## config.mk

```make
export PLATFORM = sky130hd
export DESIGN_NAME = encoder_rpm_estimator_unit_flat
export DESIGN_NICKNAME = d
export VERILOG_FILES = /design/src/sv/erpm_pkg.sv /design/src/sv/erpm_in_if.sv /design/src/sv/erpm_out_if.sv /design/src/sv/erpm_serial_mul.sv /design/src/sv/erpm_serial_div.sv /design/src/sv/erpm_wheel.sv /design/src/sv/encoder_rpm_estimator_unit.sv /design/src/flat_wrapper.sv
export SDC_FILE = /design/constraint.sdc
export NUM_CORES = 2
export LEC_CHECK = 0
export BUFFER_PORTS_ARGS = -buffer_cell sky130_fd_sc_hd__buf_2
export CORE_ASPECT_RATIO = 0.7
export CORE_MARGIN = 3
export CORE_UTILIZATION = 55
export DETAILED_ROUTE_END_ITERATION = 7
export GPL_ROUTABILITY_DRIVEN = 0
export PLACE_DENSITY = 0.7
export SLEW_MARGIN = 25
export SYNTH_ARGS = -nofsm -noshare
export SYNTH_HDL_FRONTEND = slang
export SYNTH_HIERARCHICAL = 1
export SYNTH_SLANG_ARGS = --single-unit
```

## constraint.sdc

```tcl
create_clock -name clk -period 7.1 [get_ports clk]
set_clock_uncertainty 0.15 [all_clocks]
set_input_delay 1.065 -clock clk [delete_from_list [all_inputs] [get_ports clk]]
set_output_delay 1.065 -clock clk [all_outputs]
set_load 0.005 [all_outputs]
```

## src/sv/erpm_pkg.sv

```systemverilog
// shared constants and types for the encoder rpm estimator
package erpm_pkg;

    // field widths
    localparam int TIME_W     = 32;
    localparam int COUNT_IN_W = 32;
    localparam int RPM_W      = 24;
    localparam int CPR_W      = 24;
    localparam int INTERVAL_W = 24;
    localparam int ALPHA_W    = 16;

    // default design parameters
    localparam int COUNT_BITS_DEF    = 32;
    localparam int RPM_FRAC_BITS_DEF = 8;

    // microseconds per minute and the multiplier steps it needs
    localparam int US_PER_MIN_W = 26;
    localparam logic [US_PER_MIN_W-1:0] US_PER_MIN = US_PER_MIN_W'(60000000);

    // register reset values
    localparam logic [CPR_W-1:0]      CPR_RESET      = CPR_W'(4800);
    localparam logic [INTERVAL_W-1:0] INTERVAL_RESET = INTERVAL_W'(10000);
    localparam logic [ALPHA_W-1:0]    ALPHA_RESET    = ALPHA_W'(9830);

    // configuration port
    localparam int APB_ADDR_W = 4;
    localparam int APB_DATA_W = 32;
    localparam int REG_IDX_W  = 2;
    localparam logic [REG_IDX_W-1:0] REG_CPR      = 2'd0;
    localparam logic [REG_IDX_W-1:0] REG_INTERVAL = 2'd1;
    localparam logic [REG_IDX_W-1:0] REG_ALPHA    = 2'd2;

    // configuration seen by the wheel engines
    typedef struct packed {
        logic [CPR_W-1:0]      cpr;
        logic [INTERVAL_W-1:0] interval;
        logic [ALPHA_W-1:0]    alpha;
    } cfg_t;

    // wheel engine status toward the top level
    typedef struct packed {
        logic             done;
        logic             updated;
        logic [RPM_W-1:0] rpm;
    } wheel_stat_t;

endpackage

```

## src/sv/erpm_in_if.sv

```systemverilog
// sample channel: timestamp and both encoder counts
interface erpm_in_if;
    import erpm_pkg::*;

    logic                  valid;
    logic                  ready;
    logic [TIME_W-1:0]     now_us;
    logic [COUNT_IN_W-1:0] right_count;
    logic [COUNT_IN_W-1:0] left_count;

    modport source (output valid, output now_us, output right_count, output left_count,
                    input ready);
    modport sink   (input valid, input now_us, input right_count, input left_count,
                    output ready);
endinterface

```

## src/sv/erpm_out_if.sv

```systemverilog
// speed channel: filtered speeds and update flags
interface erpm_out_if;
    import erpm_pkg::*;

    logic             valid;
    logic             ready;
    logic [RPM_W-1:0] right_rpm;
    logic [RPM_W-1:0] left_rpm;
    logic             right_updated;
    logic             left_updated;

    modport source (output valid, output right_rpm, output left_rpm,
                    output right_updated, output left_updated, input ready);
    modport sink   (input valid, input right_rpm, input left_rpm,
                    input right_updated, input left_updated, output ready);
endinterface

```

## src/sv/erpm_serial_mul.sv

```systemverilog
// shift-add multiplier, one multiplier bit per cycle
module erpm_serial_mul #(
    parameter int A_W = 32,
    parameter int B_W = 26,
    parameter int P_W = 58
) (
    input  logic           clk,
    input  logic           rst_n,
    input  logic           start,
    input  logic [A_W-1:0] a,
    input  logic [B_W-1:0] b,
    output logic           done,
    output logic [P_W-1:0] product
);
    localparam int CNT_W = $clog2(B_W + 1);

    logic [P_W-1:0]   mcand_reg;
    logic [B_W-1:0]   mplier_reg;
    logic [P_W-1:0]   acc_reg;
    logic [CNT_W-1:0] cnt_reg;
    logic             busy_reg;
    logic             done_reg;

    // step counter and completion pulse
    always_ff @(posedge clk or negedge rst_n)
    begin
        if (!rst_n)
        begin
            cnt_reg  <= '0;
            busy_reg <= 1'b0;
            done_reg <= 1'b0;
        end
        else
        begin
            done_reg <= 1'b0;
            if (start)
            begin
                cnt_reg  <= CNT_W'(B_W);
                busy_reg <= 1'b1;
            end
            else if (busy_reg)
            begin
                cnt_reg <= cnt_reg - 1'b1;
                if (cnt_reg == CNT_W'(1))
                begin
                    busy_reg <= 1'b0;
                    done_reg <= 1'b1;
                end
            end
        end
    end

    // partial product accumulation
    always_ff @(posedge clk)
    begin
        if (start)
        begin
            mcand_reg  <= P_W'(a);
            mplier_reg <= b;
            acc_reg    <= '0;
        end
        else if (busy_reg)
        begin
            if (mplier_reg[0])
            begin
                acc_reg <= acc_reg + mcand_reg;
            end
            mcand_reg  <= mcand_reg << 1;
            mplier_reg <= mplier_reg >> 1;
        end
    end

    assign done    = done_reg;
    assign product = acc_reg;
endmodule

```

## src/sv/erpm_serial_div.sv

```systemverilog
// restoring divider, one quotient bit per cycle, quotient saturates at all ones
module erpm_serial_div #(
    parameter int N_W = 66,
    parameter int D_W = 56,
    parameter int Q_W = 24
) (
    input  logic           clk,
    input  logic           rst_n,
    input  logic           start,
    input  logic [N_W-1:0] dividend,
    input  logic [D_W-1:0] divisor,
    output logic           done,
    output logic [Q_W-1:0] quotient
);
    localparam int HI_W  = N_W - Q_W;
    localparam int CMP_W = (HI_W > D_W) ? HI_W : D_W;
    localparam int CNT_W = $clog2(Q_W + 1);

    logic [D_W-1:0]   dvs_reg;
    logic [D_W-1:0]   rem_reg;
    logic [Q_W-1:0]   low_reg;
    logic [Q_W-1:0]   quot_reg;
    logic [CNT_W-1:0] cnt_reg;
    logic             busy_reg;
    logic             done_reg;

    logic [CMP_W-1:0] hi_ext;
    logic [CMP_W-1:0] dvs_ext;
    logic             overflow;
    logic [D_W:0]     trial;
    logic [D_W:0]     trial_sub;
    logic             fits;

    // quotient too wide when the upper dividend part reaches the divisor
    assign hi_ext   = CMP_W'(dividend[N_W-1:Q_W]);
    assign dvs_ext  = CMP_W'(divisor);
    assign overflow = (hi_ext >= dvs_ext);

    // one restoring step
    assign trial     = {rem_reg, low_reg[Q_W-1]};
    assign trial_sub = trial - {1'b0, dvs_reg};
    assign fits      = (trial >= {1'b0, dvs_reg});

    // step counter and completion pulse
    always_ff @(posedge clk or negedge rst_n)
    begin
        if (!rst_n)
        begin
            cnt_reg  <= '0;
            busy_reg <= 1'b0;
            done_reg <= 1'b0;
        end
        else
        begin
            done_reg <= 1'b0;
            if (start)
            begin
                cnt_reg <= CNT_W'(Q_W);
                if (overflow)
                begin
                    busy_reg <= 1'b0;
                    done_reg <= 1'b1;
                end
                else
                begin
                    busy_reg <= 1'b1;
                end
            end
            else if (busy_reg)
            begin
                cnt_reg <= cnt_reg - 1'b1;
                if (cnt_reg == CNT_W'(1))
                begin
                    busy_reg <= 1'b0;
                    done_reg <= 1'b1;
                end
            end
        end
    end

    // remainder and quotient shift registers
    always_ff @(posedge clk)
    begin
        if (start)
        begin
            dvs_reg  <= divisor;
            rem_reg  <= D_W'(dividend[N_W-1:Q_W]);
            low_reg  <= dividend[Q_W-1:0];
            quot_reg <= overflow ? '1 : '0;
        end
        else if (busy_reg)
        begin
            rem_reg  <= fits ? trial_sub[D_W-1:0] : trial[D_W-1:0];
            low_reg  <= low_reg << 1;
            quot_reg <= {quot_reg[Q_W-2:0], fits};
        end
    end

    assign done     = done_reg;
    assign quotient = quot_reg;
endmodule

```

## src/sv/erpm_wheel.sv

```systemverilog
// per-wheel speed engine: due check, rpm divide and moving average
module erpm_wheel #(
    parameter int COUNT_BITS    = erpm_pkg::COUNT_BITS_DEF,
    parameter int RPM_FRAC_BITS = erpm_pkg::RPM_FRAC_BITS_DEF
) (
    input  logic                          clk,
    input  logic                          rst_n,
    input  logic                          start,
    input  logic [erpm_pkg::TIME_W-1:0]   now,
    input  logic [COUNT_BITS-1:0]         count,
    input  erpm_pkg::cfg_t                cfg,
    output erpm_pkg::wheel_stat_t         stat
);
    import erpm_pkg::*;

    localparam int NUM_W = COUNT_BITS + US_PER_MIN_W;
    localparam int DEN_W = TIME_W + CPR_W;
    localparam int DVD_W = NUM_W + RPM_FRAC_BITS;
    localparam int MIX_W = RPM_W + 1 + ALPHA_W;

    typedef enum logic [1:0] {S_IDLE, S_MUL, S_DIV, S_MIX} state_t;

    state_t                state_reg;
    logic [TIME_W-1:0]     prev_time_reg;
    logic [COUNT_BITS-1:0] last_count_reg;
    logic [RPM_W-1:0]      avg_reg;
    logic [TIME_W-1:0]     now_reg;
    logic [COUNT_BITS-1:0] count_reg;
    logic [COUNT_BITS-1:0] delta_reg;
    logic [TIME_W-1:0]     dt_reg;
    logic [RPM_W-1:0]      raw_reg;
    logic                  updated_reg;
    logic                  done_reg;
    logic                  mul_start_reg;
    logic                  div_start_reg;
    logic                  mix_start_reg;

    logic [TIME_W-1:0]     dt;
    logic                  due;
    logic [COUNT_BITS-1:0] delta;
    logic                  num_done;
    logic                  den_done;
    logic                  div_done;
    logic                  mix_done;
    logic [NUM_W-1:0]      num_prod;
    logic [DEN_W-1:0]      den_prod;
    logic [RPM_W-1:0]      div_quot;
    logic [DVD_W-1:0]      dividend;
    logic [RPM_W:0]        diff;
    logic [MIX_W-1:0]      mix_a;
    logic [MIX_W-1:0]      mix_prod;
    logic [MIX_W-1:0]      mix_sum;

    // elapsed time and count difference, both modular
    assign dt    = now - prev_time_reg;
    assign due   = (dt >= TIME_W'(cfg.interval));
    assign delta = count - last_count_reg;

    // delta * us per minute
    erpm_serial_mul #(
        .A_W (COUNT_BITS),
        .B_W (US_PER_MIN_W),
        .P_W (NUM_W)
    ) u_num_mul (
        .clk     (clk),
        .rst_n   (rst_n),
        .start   (mul_start_reg),
        .a       (delta_reg),
        .b       (US_PER_MIN),
        .done    (num_done),
        .product (num_prod)
    );

    // elapsed time * counts per rev, stepped in lockstep with the numerator
    erpm_serial_mul #(
        .A_W (TIME_W),
        .B_W (US_PER_MIN_W),
        .P_W (DEN_W)
    ) u_den_mul (
        .clk     (clk),
        .rst_n   (rst_n),
        .start   (mul_start_reg),
        .a       (dt_reg),
        .b       (US_PER_MIN_W'(cfg.cpr)),
        .done    (den_done),
        .product (den_prod)
    );

    // fixed-point rpm quotient
    assign dividend = DVD_W'(num_prod) << RPM_FRAC_BITS;

    erpm_serial_div #(
        .N_W (DVD_W),
        .D_W (DEN_W),
        .Q_W (RPM_W)
    ) u_div (
        .clk      (clk),
        .rst_n    (rst_n),
        .start    (div_start_reg),
        .dividend (dividend),
        .divisor  (den_prod),
        .done     (div_done),
        .quotient (div_quot)
    );

    // avg + alpha * (raw - avg), signed difference sign-extended
    assign diff  = {1'b0, raw_reg} - {1'b0, avg_reg};
    assign mix_a = {{ALPHA_W{diff[RPM_W]}}, diff};

    erpm_serial_mul #(
        .A_W (MIX_W),
        .B_W (ALPHA_W),
        .P_W (MIX_W)
    ) u_mix_mul (
        .clk     (clk),
        .rst_n   (rst_n),
        .start   (mix_start_reg),
        .a       (mix_a),
        .b       (cfg.alpha),
        .done    (mix_done),
        .product (mix_prod)
    );

    assign mix_sum = MIX_W'({avg_reg, ALPHA_W'(0)}) + mix_prod;

    // sequencer
    always_ff @(posedge clk or negedge rst_n)
    begin
        if (!rst_n)
        begin
            state_reg      <= S_IDLE;
            prev_time_reg  <= '0;
            last_count_reg <= '0;
            avg_reg        <= '0;
            now_reg        <= '0;
            count_reg      <= '0;
            delta_reg      <= '0;
            dt_reg         <= '0;
            raw_reg        <= '0;
            updated_reg    <= 1'b0;
            done_reg       <= 1'b0;
            mul_start_reg  <= 1'b0;
            div_start_reg  <= 1'b0;
            mix_start_reg  <= 1'b0;
        end
        else
        begin
            done_reg      <= 1'b0;
            mul_start_reg <= 1'b0;
            div_start_reg <= 1'b0;
            mix_start_reg <= 1'b0;
            case (state_reg)
                S_IDLE:
                begin
                    if (start)
                    begin
                        if (due)
                        begin
                            now_reg       <= now;
                            count_reg     <= count;
                            delta_reg     <= delta;
                            dt_reg        <= dt;
                            mul_start_reg <= 1'b1;
                            state_reg     <= S_MUL;
                        end
                        else
                        begin
                            updated_reg <= 1'b0;
                            done_reg    <= 1'b1;
                        end
                    end
                end
                S_MUL:
                begin
                    if (num_done && den_done)
                    begin
                        div_start_reg <= 1'b1;
                        state_reg     <= S_DIV;
                    end
                end
                S_DIV:
                begin
                    if (div_done)
                    begin
                        // no movement means zero speed, even with a zero divisor
                        raw_reg       <= (delta_reg == '0) ? '0 : div_quot;
                        mix_start_reg <= 1'b1;
                        state_reg     <= S_MIX;
                    end
                end
                S_MIX:
                begin
                    if (mix_done)
                    begin
                        avg_reg        <= mix_sum[RPM_W+ALPHA_W-1:ALPHA_W];
                        prev_time_reg  <= now_reg;
                        last_count_reg <= count_reg;
                        updated_reg    <= 1'b1;
                        done_reg       <= 1'b1;
                        state_reg      <= S_IDLE;
                    end
                end
                default:
                begin
                    state_reg <= S_IDLE;
                end
            endcase
        end
    end

    assign stat.done    = done_reg;
    assign stat.updated = updated_reg;
    assign stat.rpm     = avg_reg;
endmodule

```

## src/sv/encoder_rpm_estimator_unit.sv

```systemverilog
// top level: configuration registers, two wheel engines and the result register
// a due wheel runs 26 multiply, 24 divide and 16 average steps; a saturating divide skips
//   its steps, and a wheel that is not due reports done without any
// one sample at a time: a new sample waits until both wheels are done and the result has
//   moved into the output register; the next sample is taken while a result waits there
// reset: asynchronous active low; registers return to their defaults, wheel state to zero
module encoder_rpm_estimator_unit #(
    parameter int COUNT_BITS    = erpm_pkg::COUNT_BITS_DEF,
    parameter int RPM_FRAC_BITS = erpm_pkg::RPM_FRAC_BITS_DEF
) (
    input  logic                            clk,
    input  logic                            rst_n,
    input  logic                            psel,
    input  logic                            penable,
    input  logic                            pwrite,
    input  logic [erpm_pkg::APB_ADDR_W-1:0] paddr,
    input  logic [erpm_pkg::APB_DATA_W-1:0] pwdata,
    output logic [erpm_pkg::APB_DATA_W-1:0] prdata,
    output logic                            pready,
    erpm_in_if.sink                         sample_in,
    erpm_out_if.source                      speed_out
);
    import erpm_pkg::*;

    cfg_t                 cfg_reg;
    logic                 busy_reg;
    logic                 rdone_reg;
    logic                 ldone_reg;
    logic                 out_valid_reg;
    logic [RPM_W-1:0]     right_rpm_reg;
    logic [RPM_W-1:0]     left_rpm_reg;
    logic                 right_upd_reg;
    logic                 left_upd_reg;

    logic [REG_IDX_W-1:0] reg_idx;
    logic                 cfg_write;
    logic                 accept;
    logic                 transfer;
    wheel_stat_t          right_stat;
    wheel_stat_t          left_stat;

    // register write and read decode
    assign reg_idx   = paddr[APB_ADDR_W-1:2];
    assign cfg_write = psel && penable && pwrite;
    assign pready    = 1'b1;

    always_ff @(posedge clk or negedge rst_n)
    begin
        if (!rst_n)
        begin
            cfg_reg.cpr      <= CPR_RESET;
            cfg_reg.interval <= INTERVAL_RESET;
            cfg_reg.alpha    <= ALPHA_RESET;
        end
        else if (cfg_write)
        begin
            case (reg_idx)
                REG_CPR:      cfg_reg.cpr      <= pwdata[CPR_W-1:0];
                REG_INTERVAL: cfg_reg.interval <= pwdata[INTERVAL_W-1:0];
                REG_ALPHA:    cfg_reg.alpha    <= pwdata[ALPHA_W-1:0];
                default:      ;
            endcase
        end
    end

    always_comb
    begin
        case (reg_idx)
            REG_CPR:      prdata = APB_DATA_W'(cfg_reg.cpr);
            REG_INTERVAL: prdata = APB_DATA_W'(cfg_reg.interval);
            REG_ALPHA:    prdata = APB_DATA_W'(cfg_reg.alpha);
            default:      prdata = '0;
        endcase
    end

    // input transaction starts both wheels
    assign sample_in.ready = !busy_reg;
    assign accept          = sample_in.valid && !busy_reg;

    erpm_wheel #(
        .COUNT_BITS    (COUNT_BITS),
        .RPM_FRAC_BITS (RPM_FRAC_BITS)
    ) u_right (
        .clk   (clk),
        .rst_n (rst_n),
        .start (accept),
        .now   (sample_in.now_us),
        .count (sample_in.right_count[COUNT_BITS-1:0]),
        .cfg   (cfg_reg),
        .stat  (right_stat)
    );

    erpm_wheel #(
        .COUNT_BITS    (COUNT_BITS),
        .RPM_FRAC_BITS (RPM_FRAC_BITS)
    ) u_left (
        .clk   (clk),
        .rst_n (rst_n),
        .start (accept),
        .now   (sample_in.now_us),
        .count (sample_in.left_count[COUNT_BITS-1:0]),
        .cfg   (cfg_reg),
        .stat  (left_stat)
    );

    // move the finished result into the output register once it is free
    assign transfer = busy_reg && rdone_reg && ldone_reg && (!out_valid_reg || speed_out.ready);

    always_ff @(posedge clk or negedge rst_n)
    begin
        if (!rst_n)
        begin
            busy_reg      <= 1'b0;
            rdone_reg     <= 1'b0;
            ldone_reg     <= 1'b0;
            out_valid_reg <= 1'b0;
        end
        else
        begin
            if (accept)
            begin
                busy_reg <= 1'b1;
            end
            if (right_stat.done)
            begin
                rdone_reg <= 1'b1;
            end
            if (left_stat.done)
            begin
                ldone_reg <= 1'b1;
            end
            if (transfer)
            begin
                busy_reg      <= 1'b0;
                rdone_reg     <= 1'b0;
                ldone_reg     <= 1'b0;
                out_valid_reg <= 1'b1;
            end
            else if (speed_out.ready)
            begin
                out_valid_reg <= 1'b0;
            end
        end
    end

    // result payload
    always_ff @(posedge clk)
    begin
        if (transfer)
        begin
            right_rpm_reg <= right_stat.rpm;
            left_rpm_reg  <= left_stat.rpm;
            right_upd_reg <= right_stat.updated;
            left_upd_reg  <= left_stat.updated;
        end
    end

    assign speed_out.valid         = out_valid_reg;
    assign speed_out.right_rpm     = right_rpm_reg;
    assign speed_out.left_rpm      = left_rpm_reg;
    assign speed_out.right_updated = right_upd_reg;
    assign speed_out.left_updated  = left_upd_reg;
endmodule

```

## src/flat_wrapper.sv

```systemverilog
// flat-port wrapper written by rule: the top's interface ports become plain ports
module encoder_rpm_estimator_unit_flat import erpm_pkg::*;
#(
    parameter int COUNT_BITS    = erpm_pkg::COUNT_BITS_DEF,
    parameter int RPM_FRAC_BITS = erpm_pkg::RPM_FRAC_BITS_DEF
)
  (clk, rst_n, psel, penable, pwrite, paddr, pwdata, prdata, pready, sample_in_valid, sample_in_now_us, sample_in_right_count, sample_in_left_count, sample_in_ready, speed_out_valid, speed_out_right_rpm, speed_out_left_rpm, speed_out_right_updated, speed_out_left_updated, speed_out_ready);
  erpm_in_if sample_in_i ();
  erpm_out_if speed_out_i ();
  input  logic clk;
  input  logic rst_n;
  input  logic psel;
  input  logic penable;
  input  logic pwrite;
  input  logic [erpm_pkg::APB_ADDR_W-1:0] paddr;
  input  logic [erpm_pkg::APB_DATA_W-1:0] pwdata;
  output logic [erpm_pkg::APB_DATA_W-1:0] prdata;
  output logic pready;
  input wire logic [$bits(sample_in_i.valid)-1:0] sample_in_valid;
  input wire logic [$bits(sample_in_i.now_us)-1:0] sample_in_now_us;
  input wire logic [$bits(sample_in_i.right_count)-1:0] sample_in_right_count;
  input wire logic [$bits(sample_in_i.left_count)-1:0] sample_in_left_count;
  output wire logic [$bits(sample_in_i.ready)-1:0] sample_in_ready;
  output wire logic [$bits(speed_out_i.valid)-1:0] speed_out_valid;
  output wire logic [$bits(speed_out_i.right_rpm)-1:0] speed_out_right_rpm;
  output wire logic [$bits(speed_out_i.left_rpm)-1:0] speed_out_left_rpm;
  output wire logic [$bits(speed_out_i.right_updated)-1:0] speed_out_right_updated;
  output wire logic [$bits(speed_out_i.left_updated)-1:0] speed_out_left_updated;
  input wire logic [$bits(speed_out_i.ready)-1:0] speed_out_ready;
  assign sample_in_i.valid = sample_in_valid;
  assign sample_in_i.now_us = sample_in_now_us;
  assign sample_in_i.right_count = sample_in_right_count;
  assign sample_in_i.left_count = sample_in_left_count;
  assign sample_in_ready = sample_in_i.ready;
  assign speed_out_valid = speed_out_i.valid;
  assign speed_out_right_rpm = speed_out_i.right_rpm;
  assign speed_out_left_rpm = speed_out_i.left_rpm;
  assign speed_out_right_updated = speed_out_i.right_updated;
  assign speed_out_left_updated = speed_out_i.left_updated;
  assign speed_out_i.ready = speed_out_ready;
  encoder_rpm_estimator_unit #(.COUNT_BITS(COUNT_BITS), .RPM_FRAC_BITS(RPM_FRAC_BITS)) u_core (.clk(clk), .rst_n(rst_n), .psel(psel), .penable(penable), .pwrite(pwrite), .paddr(paddr), .pwdata(pwdata), .prdata(prdata), .pready(pready), .sample_in(sample_in_i), .speed_out(speed_out_i));
endmodule
```

Word level (Yosys, flattened, before mapping)
Cells that the tools add are included.
{"block": "classes", "add_sub_neg": 24, "n_lt_le_gt_ge": 6, "eq_ne": 28, "muxes": 157, "n_reduce_logical": 49}
{"operator": "2-to-1 mux 24 bit", "count": 16}
{"operator": "2-to-1 mux 32 bit", "count": 8}
{"operator": "2-to-1 mux 42 bit", "count": 4}
{"operator": "2-to-1 mux 41 bit", "count": 4}
{"operator": "subtractor 32 bit", "count": 4}
{"operator": "adder 58 bit", "count": 2}
{"operator": "greater-or-equal comparator 57 x 56 -> 1 bit", "count": 2}
{"operator": "adder 56 bit", "count": 2}
{"operator": "greater-or-equal comparator 42 x 56 -> 1 bit", "count": 2}
{"operator": "2-to-1 mux 56 bit", "count": 2}
{"operator": "subtractor 56 bit", "count": 2}
{"operator": "2-to-1 mux 1 bit", "count": 86}
{"operator": "adder 41 bit", "count": 2}
{"operator": "adder 40 bit", "count": 2}
{"operator": "2-to-1 mux 5 bit", "count": 16}
{"operator": "case mux 24 bit (3 select lines)", "count": 1}
{"operator": "greater-or-equal comparator 32 x 24 -> 1 bit", "count": 2}
{"operator": "zero test 32 bit", "count": 2}
{"operator": "2-to-1 mux 16 bit", "count": 4}
{"operator": "subtractor 24 x 24 -> 25 bit", "count": 2}
{"operator": "equality test 5 x 1 -> 1 bit, second input constant", "count": 8}
{"operator": "subtractor 5 x 1 -> 5 bit, second input constant", "count": 8}
{"operator": "nonzero test 2 bit", "count": 14}
{"operator": "AND reduction 2 bit", "count": 13}
{"operator": "other kinds (14)", "count": 56}
{"block": "word_totals", "regBits": 1724, "inputBits": 139, "out_inout_bits": 85}

Longest topological paths before layout
{"block": "logic_depth", "ltp_word": 5, "ltp_mapped": 24, "mapped_depth_nobuf": 22}

Cells and area by module
Netlist, hierarchy kept.
{"module": "erpm_serial_mul at u_core.u_left.u_num_mul ...", "instances": 2, "cells_each": 937, "area_per_inst_um2": 8901.0, "seq_area_each_um2": 3598.5}
{"module": "erpm_serial_mul at u_core.u_left.u_den_mul ...", "instances": 2, "cells_each": 907, "area_per_inst_um2": 8598.2, "seq_area_each_um2": 3518.4}
{"module": "erpm_wheel at u_core.u_right", "instances": 1, "cells_each": 1659, "area_per_inst_um2": 16220.6, "seq_area_each_um2": 6180.9}
{"module": "erpm_wheel at u_core.u_left", "instances": 1, "cells_each": 1569, "area_per_inst_um2": 15796.4, "seq_area_each_um2": 6180.9}
{"module": "erpm_serial_mul at u_core.u_left.u_mix_mul ...", "instances": 2, "cells_each": 636, "area_per_inst_um2": 6416.2, "seq_area_each_um2": 2707.6}
{"module": "erpm_serial_div at u_core.u_left.u_div", "instances": 1, "cells_each": 1203, "area_per_inst_um2": 11421.0, "seq_area_each_um2": 4839.6}
{"module": "erpm_serial_div at u_core.u_right.u_div", "instances": 1, "cells_each": 1199, "area_per_inst_um2": 11345.9, "seq_area_each_um2": 4839.6}
{"module": "encoder_rpm_estimator_unit", "instances": 1, "cells_each": 289, "area_per_inst_um2": 4693.3, "seq_area_each_um2": 3223.1}

Least setup slack after synthesis
No wires, ideal clock.
{"block": "synth_path", "path_type": "input to register", "from": "input port sample_in_now_us[0]", "to": "register u_core.u_left.count_reg[0]", "t_arrival_ps": 5172, "required_ps": 6825, "setup_slack_ps": 1653, "path_stages": 23, "n_path_buf": 2, "path_cell_list": "inv_1 -> ha_1 -> inv_1 -> fa_1 -> a21o_1 -> nand3_1 -> a2111oi_4 -> o21ai_0 -> nand2b_1 -> a21oi_1 -> o21ai_0 -> xor2_1 -> ha_1 -> and3_1 -> a22o_1 -> o31a_1 -> nor4_1 -> o211ai_1 -> nor4_4 -> a21oi_2 -> buf_6 -> buf_6 -> mux2_4"}
{"block": "synth_via", "elab_chain_cells": 3}
{"item": "start: declaration", "line_no": "flat_wrapper.sv:20", "source": "input wire logic [$bits(sample_in_i.now_us)-1:0] sample_in_now_us;"}
{"item": "subtractor 32 bit", "line_no": "erpm_wheel.sv:55", "source": "assign dt = now - prev_time_reg;"}
{"item": "via u_core.u_left.dt[14]", "line_no": "erpm_wheel.sv:38", "source": "logic [TIME_W-1:0] dt;"}
{"item": "greater-or-equal comparator 32 x 24 -> 1 bit", "line_no": "erpm_wheel.sv:56", "source": "assign due = (dt >= TIME_W'(cfg.interval));"}
{"item": "AND reduction 3 bit (no line)"}
{"item": "end signal: assignment", "line_no": "erpm_wheel.sv:160", "source": "count_reg <= count;"}
{"item": "end: declaration", "line_no": "erpm_wheel.sv:28", "source": "logic [COUNT_BITS-1:0] count_reg;"}
The timed path passes the listed nets, and every way through them passes these cells.
A chain may end at the register's enable or synchronous reset.

Final worst setup path
{"block": "layout_path", "from": "input port sample_in_now_us[0]", "to": "register u_core.u_right.now_reg[13]"}
{"block": "layout_via", "elab_chain_cells": 3}
{"item": "subtractor 32 bit", "line_no": "erpm_wheel.sv:55"}
{"item": "via u_core.u_right.dt[22]", "line_no": "erpm_wheel.sv:38"}
{"item": "greater-or-equal comparator 32 x 24 -> 1 bit", "line_no": "erpm_wheel.sv:56"}
{"item": "AND reduction 3 bit (no line)"}
{"item": "end signal: assignment", "line_no": "erpm_wheel.sv:159", "source": "now_reg <= now;"}
{"item": "end: declaration", "line_no": "erpm_wheel.sv:27", "source": "logic [TIME_W-1:0] now_reg;"}
The timed path passes the listed nets, and every way through them passes these cells.

==> results.ini <==
[outcome]
status=complete, no violations

[critical_path]
worstPathArrival_ns=6.82
crit_required_ns=7.67
cp_slowest_stage_delay_ns=0.80
start_kind=input port
worst_setup_path_end_kind=register
cp_top_family=compound AO/OA/AOI/OAI gates
critPathMaxFanout=16
crit_slowest_cell=a31oi_4
path_class=input port to register
path_cells=buf_2 > inv_1 > ha_1 > inv_1 > fa_1 > a211oi_1 > o211ai_1 > nand4_1 > o21ai_2 > a31oi_1 > o221ai_1 > xnor2_1 > ha_1 > nand4_1 > a21oi_1 > o21ai_0 > and4b_1 > a31oi_4 > buf_4 > mux2_2
cp.buffers_inverters=4

[placed_design]
dp_hpwl_mm=206.8
numPortBuffers=204
place_ws_ns=0.3464
postPlaceCellArea_um2=109900

[floorplanning]
initial_core_util_pct=55.70
die_x_um=533.0
io_pins=224
die_y_um=374.9
core_area_um2=192000
rows=134
dieArea_um2=199800

[final_layout]
nets=11860
final_area_um2=116100
layout-drive-gt1-share_pct=13.63
final_cell_mix=1173 x nand2_1, 897 x a21oi_1, 792 x ha_1, 690 x inv_1, 686 x edfxtp_1
area_growth_pct=8.572
layout_commonest_cell=nand2_1
largest_reg_flops=64
utilization_pct=60.48

[sta]
worst_pin_slew_ns=1.150
max-slew-margin-rel_pct=23.03
tns_ns=0
fin_crit_ns=6.254
finalHoldViolCount=0
max_freq_mhz=159.9
finalSetupViolCount=0
hold_slack_ns=0.2720
drv_slew=0
rsz0062_at_grt=no
min_period_over_period_pct=88.09
setup_ws_ns=0.8455

[routing]
drc=0
routed_wl_mm=281.7
ant_nets=0
wire_per_inst_um=20.61
vias=82920
drt_first_pass_iters=6
drtIter0Drc=9060
via_per_inst=6.067

[clocking]
cts_hold_buffers=1
cts_max_level=4
max-clock-path-buffers=4
cts_sinks=1740
cts_setup_buffers=0
tritoncts=yes
clk_pin_slew_ns=0.06
clock_latency_ns=0.85
cts_resized=0
cts_buffers=183
cts_root_buf=clkbuf_16

[logic_synthesis]
yosysWarningCount=6
syn-instance-count=10840
syn_area_per_cell_um2=9.869
synth_area_um2=106900

[global_route]
grt_max_degree=155
grt_util_all_layers_pct=27.08
grt_pass1_wl_mm=439.0
antenna_found_initial=45
grt_pass1_vias=77820
grt_overflow=0

[power]
cellLeakagePower_nw=47.77
cellPowerDensity_nw_per_um2=186.8
vdd_ir_drop_max_mv=0.1627

[min_path]
hp-class=input port to register

[job]
maxCapViolCount=0

==> power by group <==
| part | internal [W] | switching (W) | leakage [nW] |
|---|---|---|---|
| Sequential | 0.0105 | 0.000200 | 17.1 |
| Combinational | 0.000436 | 0.000687 | 27.7 |
| Clock | 0.00575 | 0.00414 | 2.99 |
==> final timing paths <==
path	to	start	slack [ns]	cells past startpoint
setup / recovery	u_core/u_right/now_reg[13]$_DFFE_PN0P_	sample_in_now_us[0]	0.85	20
hold / removal	u_core/speed_out.valid$_DFFE_PN0P_	speed_out_ready	0.27	2
setup reg to reg	u_core/u_right/count_reg[1]$_DFFE_PN0P_	u_core/u_right/prev_time_reg[7]$_DFFE_PN0P_	0.91	20
hold reg to reg	u_core/u_left/raw_reg[3]$_DFFE_PN0P_	u_core/u_left/u_div/quotient[3]$_DFFE_PP_	0.30	1
max in group asynchronous	u_core/u_right/mix_start_reg$_DFF_PN0_	rst_n	4.64	3
min in group asynchronous	u_core/u_left/u_num_mul/cnt_reg[1]$_DFFE_PN0P_	rst_n	0.65	2
==> worst register-to-register path, delay by kind of cell, from the launching register on <==
| kind | cells | cell delay, ns |
|---|---|---|
| mux | 1 | 0.37 |
| compound gates | 11 | 3.22 |
| simple gates | 3 | 0.72 |
| xor+xnor | 1 | 0.19 |
| buf+inv | 2 | 0.47 |
| fa+ha+maj | 2 | 0.58 |
| flops | 1 | 0.36 |
==> through the flow <==
step / cells / total power (W)
2_1_floorplan: 10910 / 0.01140
3_3_place_gp: 13310 / 0.01194
3_5_place_dp: 13310 / 0.01197
4_1_cts: 13640 / 0.02190
5_1_grt: 13660 / 0.02243
6_report: 13670 / 0.02169
==> layer usage <==
metal	share of wire [%]	GRT usage [%]	wire, um
met1	47	41.52	132400
met2	40	37.74	113600
met3	10	6.453	28140
met4	2.6	7.338	7409
met5	0.017	0	47
==> final cells by class <==
| cell class | instances | area (um2) |
|---|---|---|
| diodes | 25 | 62.56 |
| clock inverters | 81 | 814.5 |
| multi-input cells | 8005 | 57470 |
| inverters | 692 | 2599 |
| fillers | 15960 | 75870 |
| flip-flops and latches | 1740 | 44840 |
| well taps | 2584 | 3233 |
| repair buffers | 289 | 1809 |
| clock buffers | 251 | 5279 |
Power figures use the tool's default switching activity.
